--- config.mk ---
export PLATFORM = sky130hd
export DESIGN_NAME = note_string_parser_core
export DESIGN_NICKNAME = d
export VERILOG_FILES = /design/src/rtl/nsp_pkg.sv /design/src/rtl/nsp_decode.sv /design/src/rtl/nsp_out_fifo.sv /design/src/rtl/note_string_parser_core.sv
export SDC_FILE = /design/constraint.sdc
export NUM_CORES = 1
export LEC_CHECK = 0
export ABC_AREA = 1
export BUFFER_PORTS_ARGS = -buffer_cell sky130_fd_sc_hd__buf_2
export CELL_PAD_IN_SITES_DETAIL_PLACEMENT = 0
export CELL_PAD_IN_SITES_GLOBAL_PLACEMENT = 2
export CORE_MARGIN = 8
export CORE_UTILIZATION = 30
export CTS_BUF_LIST = sky130_fd_sc_hd__clkbuf_16
export CTS_CLUSTER_DIAMETER = 150
export DETAILED_ROUTE_END_ITERATION = 7
export GPL_TIMING_DRIVEN = 0
export HOLD_SLACK_MARGIN = 0.06
export PLACE_DENSITY_LB_ADDON = 0.1
export SYNTH_ARGS = -nofsm -noshare
export SYNTH_HDL_FRONTEND = slang
export SYNTH_SLANG_ARGS = --single-unit
--- constraint.sdc ---
create_clock -name aclk -period 4.3 [get_ports aclk]
set_clock_uncertainty 0.2 [all_clocks]
set_input_delay 0.215 -clock aclk [delete_from_list [all_inputs] [get_ports aclk]]
set_output_delay 0.215 -clock aclk [all_outputs]
set_load 0.01 [all_outputs]
--- src/rtl/nsp_pkg.sv ---
// ----------------------------------------------------------------------------
// nsp_pkg
// Types, constants and helper functions of the note string parser.
// ----------------------------------------------------------------------------
`default_nettype none

package nsp_pkg;

    localparam logic [15:0] MAX_NOTES_RESET = 16'd256;
    localparam int          OUT_DEPTH_DEFAULT = 4;

    localparam logic [7:0] CHAR_SHARP = 8'h23;
    localparam logic [7:0] CHAR_AT    = 8'h40;
    localparam logic [7:0] CHAR_ZERO  = 8'h30;

    // Character class of one input item.
    typedef enum logic [2:0] {
        CLS_OTHER,
        CLS_DIGIT,
        CLS_NOTE,
        CLS_SHARP,
        CLS_AT
    } char_class_t;

    // Decoded character, handed from the decoder to the parser.
    typedef struct packed {
        char_class_t cls;
        logic [3:0]  semitone;
        logic [3:0]  digit;
        logic        e_or_h;
    } char_info_t;

    // One result item.
    typedef struct packed {
        logic [15:0] note_word;
        logic        note_valid;
        logic        last_of_string;
        logic [15:0] note_count;
    } result_t;

    // Octave step for a digit: (d + 1) * 12, at most 120 for a decimal digit.
    function automatic logic [7:0] octave_step(input logic [3:0] d);
        logic [7:0] dp1;
        dp1 = {4'd0, d} + 8'd1;
        return {dp1[4:0], 3'b000} + {dp1[5:0], 2'b00};
    endfunction

    // Amplitude accumulation: (a * 10 + d) modulo 1024.
    function automatic logic [9:0] amp_accum(input logic [9:0] a, input logic [3:0] d);
        logic [13:0] sum;
        sum = {1'b0, a, 3'b000} + {3'b000, a, 1'b0} + {10'd0, d};
        return sum[9:0];
    endfunction

endpackage

`default_nettype wire

--- src/rtl/nsp_decode.sv ---
// ----------------------------------------------------------------------------
// nsp_decode
// Classifies one character code, folding lower case onto upper case.
// ----------------------------------------------------------------------------
`default_nettype none

module nsp_decode
    import nsp_pkg::*;
(
    input  wire logic [7:0] char_code,
    output char_info_t      info
);

    logic [7:0] upper;

    always_comb begin
        if (char_code inside {[8'h61:8'h7A]}) begin
            upper = char_code - 8'h20;
        end else begin
            upper = char_code;
        end
    end

    always_comb begin
        info.cls      = CLS_OTHER;
        info.semitone = 4'd0;
        info.digit    = char_code[3:0];
        info.e_or_h   = 1'b0;
        if (char_code inside {[8'h30:8'h39]}) begin
            info.cls   = CLS_DIGIT;
            info.digit = 4'(char_code - CHAR_ZERO);
        end else if (char_code == CHAR_SHARP) begin
            info.cls = CLS_SHARP;
        end else if (char_code == CHAR_AT) begin
            info.cls = CLS_AT;
        end else begin
            case (upper)
                8'h43: begin info.cls = CLS_NOTE; info.semitone = 4'd0; end
                8'h44: begin info.cls = CLS_NOTE; info.semitone = 4'd2; end
                8'h45: begin
                    info.cls = CLS_NOTE; info.semitone = 4'd4; info.e_or_h = 1'b1;
                end
                8'h46: begin info.cls = CLS_NOTE; info.semitone = 4'd5; end
                8'h47: begin info.cls = CLS_NOTE; info.semitone = 4'd7; end
                8'h41: begin info.cls = CLS_NOTE; info.semitone = 4'd9; end
                8'h48: begin
                    info.cls = CLS_NOTE; info.semitone = 4'd11; info.e_or_h = 1'b1;
                end
                default: info.cls = CLS_OTHER;
            endcase
        end
    end

endmodule

`default_nettype wire

--- src/rtl/nsp_out_fifo.sv ---
// ----------------------------------------------------------------------------
// nsp_out_fifo
// Small result queue that takes up to two items per cycle and gives one.
// ----------------------------------------------------------------------------
`default_nettype none

module nsp_out_fifo
    import nsp_pkg::*;
#(
    parameter int DEPTH = OUT_DEPTH_DEFAULT
) (
    input  wire logic    aclk,
    input  wire logic    aresetn,
    input  wire logic    push_one,
    input  wire logic    push_two,
    input  result_t      push_data0,
    input  result_t      push_data1,
    output logic         room_two,
    output logic         out_valid,
    input  wire logic    out_ready,
    output result_t      out_data
);

    localparam int PW = (DEPTH > 1) ? $clog2(DEPTH) : 1;
    localparam int CW = $clog2(DEPTH + 1);

    result_t         mem_reg [DEPTH];
    logic [PW-1:0]   wr_ptr_reg, wr_ptr_next, wr_ptr_plus1;
    logic [PW-1:0]   rd_ptr_reg, rd_ptr_next;
    logic [CW-1:0]   count_reg, count_next;
    logic            pop;

    function automatic logic [PW-1:0] ptr_inc(input logic [PW-1:0] p);
        return (p == PW'(DEPTH - 1)) ? '0 : p + 1'b1;
    endfunction

    assign pop          = out_valid && out_ready;
    assign out_valid    = (count_reg != '0);
    assign out_data     = mem_reg[rd_ptr_reg];
    assign room_two     = (count_reg <= CW'(DEPTH - 2));
    assign wr_ptr_plus1 = ptr_inc(wr_ptr_reg);

    always_comb begin
        wr_ptr_next = wr_ptr_reg;
        count_next  = count_reg;
        rd_ptr_next = rd_ptr_reg;
        if (push_two) begin
            wr_ptr_next = ptr_inc(wr_ptr_plus1);
            count_next  = count_next + CW'(2);
        end else if (push_one) begin
            wr_ptr_next = wr_ptr_plus1;
            count_next  = count_next + CW'(1);
        end
        if (pop) begin
            rd_ptr_next = ptr_inc(rd_ptr_reg);
            count_next  = count_next - CW'(1);
        end
    end

    always_ff @(posedge aclk) begin
        if (!aresetn) begin
            wr_ptr_reg <= '0;
            rd_ptr_reg <= '0;
            count_reg  <= '0;
        end else begin
            wr_ptr_reg <= wr_ptr_next;
            rd_ptr_reg <= rd_ptr_next;
            count_reg  <= count_next;
        end
    end

    always_ff @(posedge aclk) begin
        if (push_one || push_two) begin
            mem_reg[wr_ptr_reg] <= push_data0;
        end
        if (push_two) begin
            mem_reg[wr_ptr_plus1] <= push_data1;
        end
    end

endmodule

`default_nettype wire

--- src/rtl/note_string_parser_core.sv ---
// ----------------------------------------------------------------------------
// note_string_parser_core
// Melody string parser: characters in, note words out.
// ----------------------------------------------------------------------------
// Usage:
// While s_ready is high, the s_ channel takes one character item per cycle
// (s_char_code), or an end item (s_end_of_string high) that closes the
// string. The m_ channel gives note items: a note word with its running note
// count, flagged with m_last_of_string on the final item of each string. A
// string that ends with no note pending gives a bare terminator item with
// m_note_valid low. The cfg_ channel writes max_notes; it is always ready.
// The user must write it only while the block is idle; the block itself
// does not enforce this. An item's results are registered in the result queue
// when accepted. Throughput: one item per cycle, sustained, as long
// as the receiver takes results; an item can cause at most two results, and
// the input is taken whenever the result queue has room for two.
// Reset clears all per-string state, empties the result queue and loads
// max_notes with 256. When the receiver stalls, results collect in the
// queue and s_ready falls once fewer than two entries are free.
// ----------------------------------------------------------------------------
`default_nettype none

module note_string_parser_core
    import nsp_pkg::*;
#(
    parameter int OUT_DEPTH = OUT_DEPTH_DEFAULT
) (
    input  wire logic        aclk,
    input  wire logic        aresetn,
    // Character items.
    input  wire logic        s_valid,
    output logic             s_ready,
    input  wire logic [7:0]  s_char_code,
    input  wire logic        s_end_of_string,
    // Result items.
    output logic             m_valid,
    input  wire logic        m_ready,
    output logic [15:0]      m_note_word,
    output logic             m_note_valid,
    output logic             m_last_of_string,
    output logic [15:0]      m_note_count,
    // Configuration write of max_notes.
    input  wire logic        cfg_valid,
    output logic             cfg_ready,
    input  wire logic [15:0] cfg_max_notes
);

    // Parser state registers.
    logic [15:0] max_notes_reg;
    logic [15:0] pending_reg, pending_next;
    logic        have_reg, have_next;
    logic        eh_reg, eh_next;
    logic        amp_mode_reg, amp_mode_next;
    logic [1:0]  amp_cnt_reg, amp_cnt_next;
    logic [9:0]  amp_val_reg, amp_val_next;
    logic [15:0] started_reg, started_next;
    logic        limit_reg, limit_next;

    char_info_t  info;
    logic        accept;
    logic [15:0] closed_note;
    logic [15:0] started_inc;
    logic        push_one, push_two;
    result_t     res0, res1, out_data;
    logic        room_two;

    assign cfg_ready = 1'b1;
    assign accept    = s_valid && s_ready;
    assign s_ready   = room_two;

    nsp_decode u_decode (
        .char_code (s_char_code),
        .info      (info)
    );

    // The pending note with a collected amplitude ORed into its high byte.
    always_comb begin
        if (amp_mode_reg && have_reg) begin
            closed_note = pending_reg | {amp_val_reg[7:0], 8'h00};
        end else begin
            closed_note = pending_reg;
        end
    end

    assign started_inc = started_reg + 16'd1;

    // Next-state and result logic for one accepted item.
    always_comb begin
        pending_next  = pending_reg;
        have_next     = have_reg;
        eh_next       = eh_reg;
        amp_mode_next = amp_mode_reg;
        amp_cnt_next  = amp_cnt_reg;
        amp_val_next  = amp_val_reg;
        started_next  = started_reg;
        limit_next    = limit_reg;
        push_one      = 1'b0;
        push_two      = 1'b0;
        res0          = '0;
        res1          = '0;

        if (accept) begin
            if (s_end_of_string) begin
                // The end item closes the amplitude, flushes the pending note
                // (or a bare terminator) and starts a fresh string.
                push_one            = 1'b1;
                res0.note_word      = have_reg ? closed_note : 16'd0;
                res0.note_valid     = have_reg;
                res0.last_of_string = 1'b1;
                res0.note_count     = started_reg;
                pending_next        = '0;
                have_next           = 1'b0;
                eh_next             = 1'b0;
                amp_mode_next       = 1'b0;
                amp_cnt_next        = '0;
                amp_val_next        = '0;
                started_next        = '0;
                limit_next          = 1'b0;
            end else if (!limit_reg) begin
                if (info.cls == CLS_DIGIT) begin
                    if (amp_mode_reg) begin
                        // Digits beyond the third are dropped.
                        if (amp_cnt_reg != 2'd3) begin
                            amp_val_next = amp_accum(amp_val_reg, info.digit);
                            amp_cnt_next = amp_cnt_reg + 2'd1;
                        end
                    end else if (have_reg) begin
                        pending_next = pending_reg + {8'd0, octave_step(info.digit)};
                    end
                end else begin
                    // Any non-digit ends amplitude collection first.
                    pending_next  = closed_note;
                    amp_mode_next = 1'b0;
                    amp_cnt_next  = '0;
                    amp_val_next  = '0;
                    case (info.cls)
                        CLS_NOTE: begin
                            res0.note_word  = closed_note;
                            res0.note_valid = 1'b1;
                            res0.note_count = started_reg;
                            started_next    = started_inc;
                            pending_next    = {12'd0, info.semitone};
                            eh_next         = info.e_or_h;
                            res1.note_word  = {12'd0, info.semitone};
                            res1.note_valid = 1'b1;
                            res1.note_count = started_inc;
                            if (started_inc >= max_notes_reg) begin
                                // Limit hit: the new note leaves at once and
                                // input is dropped until the end item.
                                have_next  = 1'b0;
                                limit_next = 1'b1;
                                if (have_reg) begin
                                    push_two = 1'b1;
                                end else begin
                                    push_one = 1'b1;
                                    res0     = res1;
                                end
                            end else begin
                                have_next = 1'b1;
                                push_one  = have_reg;
                            end
                        end
                        CLS_SHARP: begin
                            if (have_reg && !eh_reg) begin
                                pending_next = closed_note + 16'd1;
                            end
                        end
                        CLS_AT: begin
                            amp_mode_next = have_reg;
                        end
                        default: begin
                        end
                    endcase
                end
            end
        end
    end

    always_ff @(posedge aclk) begin
        if (!aresetn) begin
            max_notes_reg <= MAX_NOTES_RESET;
            pending_reg   <= '0;
            have_reg      <= 1'b0;
            eh_reg        <= 1'b0;
            amp_mode_reg  <= 1'b0;
            amp_cnt_reg   <= '0;
            amp_val_reg   <= '0;
            started_reg   <= '0;
            limit_reg     <= 1'b0;
        end else begin
            if (cfg_valid && cfg_ready) begin
                max_notes_reg <= cfg_max_notes;
            end
            pending_reg  <= pending_next;
            have_reg     <= have_next;
            eh_reg       <= eh_next;
            amp_mode_reg <= amp_mode_next;
            amp_cnt_reg  <= amp_cnt_next;
            amp_val_reg  <= amp_val_next;
            started_reg  <= started_next;
            limit_reg    <= limit_next;
        end
    end

    nsp_out_fifo #(
        .DEPTH (OUT_DEPTH)
    ) u_out_fifo (
        .aclk       (aclk),
        .aresetn    (aresetn),
        .push_one   (push_one),
        .push_two   (push_two),
        .push_data0 (res0),
        .push_data1 (res1),
        .room_two   (room_two),
        .out_valid  (m_valid),
        .out_ready  (m_ready),
        .out_data   (out_data)
    );

    assign m_note_word      = out_data.note_word;
    assign m_note_valid     = out_data.note_valid;
    assign m_last_of_string = out_data.last_of_string;
    assign m_note_count     = out_data.note_count;

endmodule

`default_nettype wire

==> flow_metrics.tcl <==
set metrics [dict create \
    timing.final.max_slew_violations 0 \
    ir_drop_mv 0.283 \
    cts_root_buf "clkbuf_16" \
    synth_cell_types 48 \
    fmax_mhz 235 \
    grt_max_degree 16 \
    powerDensity_nw_per_um2 361 \
    critPathKind "flip-flop to flip-flop" \
    drv_cap 0 \
    overflow 0 \
    ys_warn_count 0 \
    grt_pass1_vias 11700 \
    yosys.area.top_type "edfxtp_1" \
    drt_iter0_drc 759 \
    path_clk_slew_ns 0.06 \
    tightest_slew_ns 1.09 \
    yosys-top-cells-count "nand2_1, o21ai_0, inv_1" \
    cts_tree "yes" \
    start_util_pct 30.2 \
    worstPathRequired_ns 4.42 \
    clock_latency_ns 0.56 \
    rsz0062_at_grt "yes" \
    filler_cell_count 4157 \
    ys_ff_latch 207 \
    clock-sinks 207 \
    synth_compound_area_share_pct 17.7 \
    routed_wl_um 46800 \
    portBuffers 64 \
    hold_path.class "primary input to flip-flop" \
    grt_usage_pct 19.1 \
    critPathBufInv 6 \
    outcome "finished, final reports clean" \
    synth_edf_count 84 \
    antenna_found_initial 0 \
    core_area_um2 40600 \
    syn_nets 1741 \
    muxShareOfSynthArea_pct 0 \
    ios 67 \
    die_h_um 218 \
    critPathArrivalTime_ns 4.37 \
    ys_dominant_reg_cell "dfxtp_1" \
    die_w_um 218 \
    fp-row-count 74 \
    vias_per_cell 4.98 \
    dpl.hpwl_um 32800 \
    postSynthAreaPerCell_um2 7.46 \
    synthArstFlopShare_pct 0 \
    worst-path-max-fanout 6 \
    clk_path_buf_depth 3 \
    cts_buffers 28 \
    cp_top_family "simple AND/OR/NAND/NOR gates" \
    dieArea_um2 47700 \
    yosysSeqAreaShare_pct 40.5 \
    drtAntennaViolNets 0 \
    synthAdderAreaFrac_pct 6.59 \
    synthSimpleGateAreaFrac_pct 24.8 \
    hold_viol 0 \
    wl_per_cell_um 19.5 \
    endpoint_kind "flip-flop" \
    layoutNonFillerInstCount 2408 \
    gp_congestion 0.790 \
    num_antenna_cells 0 \
    yosysMostFrequentCell "nand2_1" \
    fin_util_pct 41.2 \
    grt_pass1_wl_um 70800 \
    synth_top_family_by_area "simple AND/OR/NAND/NOR gates" \
    vias 12000 \
    period_minus_slack_ns 4.25 \
    finalCritPeriodShare_pct 98.8 \
    nets 1948 \
    p_leak_nw 6.57 \
    drc_errors 0 \
    crit_slowest_cell "dfxtp_4" \
    dp.cells 2244 \
    synth-xor-area-share_pct 2.56 \
    max_slew_margin_pct 26.3 \
    startpoint_type "flip-flop" \
    slowest_delay_ns 0.37 \
    yosysTopAreaCellShare_pct 20.5 \
    syn_to_final_growth_pct 36.2 \
    synth_area_leaders "edfxtp_1, dfxtp_1, nand2_1" \
    largest_reg_flops 136 \
    syn_inst 1648 \
    drive_gt1_share_pct 23.5 \
    syn_area_um2 12300 \
    setup_viol 0 \
    drt-pass1-iter-count 5 \
    cts.htree.levels 1 \
]
-- worst reg2reg max path, cell delays in order, from the launching register on --
cell	delay, ns
dfxtp_4	0.37
buf_6	0.11
nand2_4	0.04
nor2_4	0.12
nand3_2	0.11
nand3b_1	0.23
nor3_4	0.19
buf_4	0.14
xor2_1	0.13
inv_1	0.11
ha_1	0.32
a21oi_1	0.15
o21ai_1	0.13
a21oi_4	0.18
nand3_4	0.12
ha_4	0.23
or2_4	0.24
nand3_4	0.11
nand2_8	0.10
buf_6	0.14
nand2_8	0.07
nor2_4	0.05
buf_12	0.14
clkbuf_16	0.17
nand2_1	0.06
o21ai_1	0.06
-- where the power goes --
group / internal (mW) / switching, mW / leakage [nW]
clock network: 1.36 / 0.937 / 0.446
registers: 2.10 / 0.0521 / 1.65
logic: 0.526 / 1.07 / 4.47
-- metrics by stage --
| step | power [mW] | worst slack (ns) | instance area (um2) | setup TNS, ns | hold slack, ns |
|---|---|---|---|---|---|
| 2_1_floorplan | 3.02 | 0.0627 | 12300 | 0 | 0.126 |
| 3_3_place_gp | 3.63 | -1.50 | 13300 | -242.84 | 0.238 |
| 3_5_place_dp | 3.62 | -1.50 | 13300 | -241.97 | 0.243 |
| 4_1_cts | 6.05 | -0.0825 | 15700 | -4.19 | 0.0807 |
| 5_1_grt | 6.36 | -0.132 | 16700 | -9.49 | 0.144 |
| 6_report | 6.05 | 0.0536 | 16700 | 0 | 0.0928 |
-- cell families after synthesis --
logic type,count (synthesis)
simple gates,696
compound gates,407
buf+inv,238
flops,207
fa+ha+maj,63
xor+xnor,36
other cells,1
-- placed cells by master, fill, tap and decap left out, types with 15 or more instances in the layout --
cell             n
a21oi_1         92
buf_12          17
buf_2           75
buf_4           48
buf_6           15
clkbuf_1        43
clkbuf_16       31
dfxtp_1        118
dlygate4sd3_1   35
edfxtp_1        84
ha_1            56
inv_1          140
nand2_1        306
nand2_2         54
nand2_4         16
nand2_8         19
nand3_1        104
nor2_1         120
nor2_4          15
o21ai_0        144
o21ai_1         55
o21ai_2         32
o22ai_1         37
xor2_1          21
-- metal layers --
| layer | share of wire (%) | up-vias | GRT usage [%] |
|---|---|---|---|
| li1 | - | 6009 | - |
| met1 | 49 | 5632 | 27.3 |
| met2 | 45 | 278 | 30.1 |
| met3 | 4.5 | 67 | 2.60 |
| met4 | 2.3 | 0 | 4.41 |
| met5 | 0 | - | 0 |
-- repair_timing --
action | 4_1_cts | 5_1_grt
endpoints found under the hold margin | 31 | 0
pin swaps | 29 | 34
buffers inserted | 47 | 20
cloned | 8 | 8
endpoints found under the setup margin | 225 | 224
resized for setup | 155 | 210
hold buffers | 35 | 0
-- worst paths after layout --
check	endpoint	start	slack (ns)	depth (start not counted)
hold / removal	max_notes_reg[11]	cfg_valid	0.09	5
setup / recovery	u_out_fifo.mem_reg[1][0]	started_reg[0]	0.05	25
setup reg to reg	u_out_fifo.mem_reg[1][0]	started_reg[0]	0.05	25
hold reg to reg	u_out_fifo.mem_reg[3][31]	u_out_fifo.mem_reg[3][31]	0.26	2
-- layout make-up --
type	instances	area [um2]	share of cell area [%]
inverters	153	576	3.44
clock buffers	28	701	4.18
well taps	532	666	3.98
repair buffers	169	1480	8.82
multi-input cells	1214	7580	45.3
plain buffers	82	536	3.20
flip-flops and latches	207	5000	29.8
clock inverters	23	210	1.26
Power figures use the tool's default switching activity.
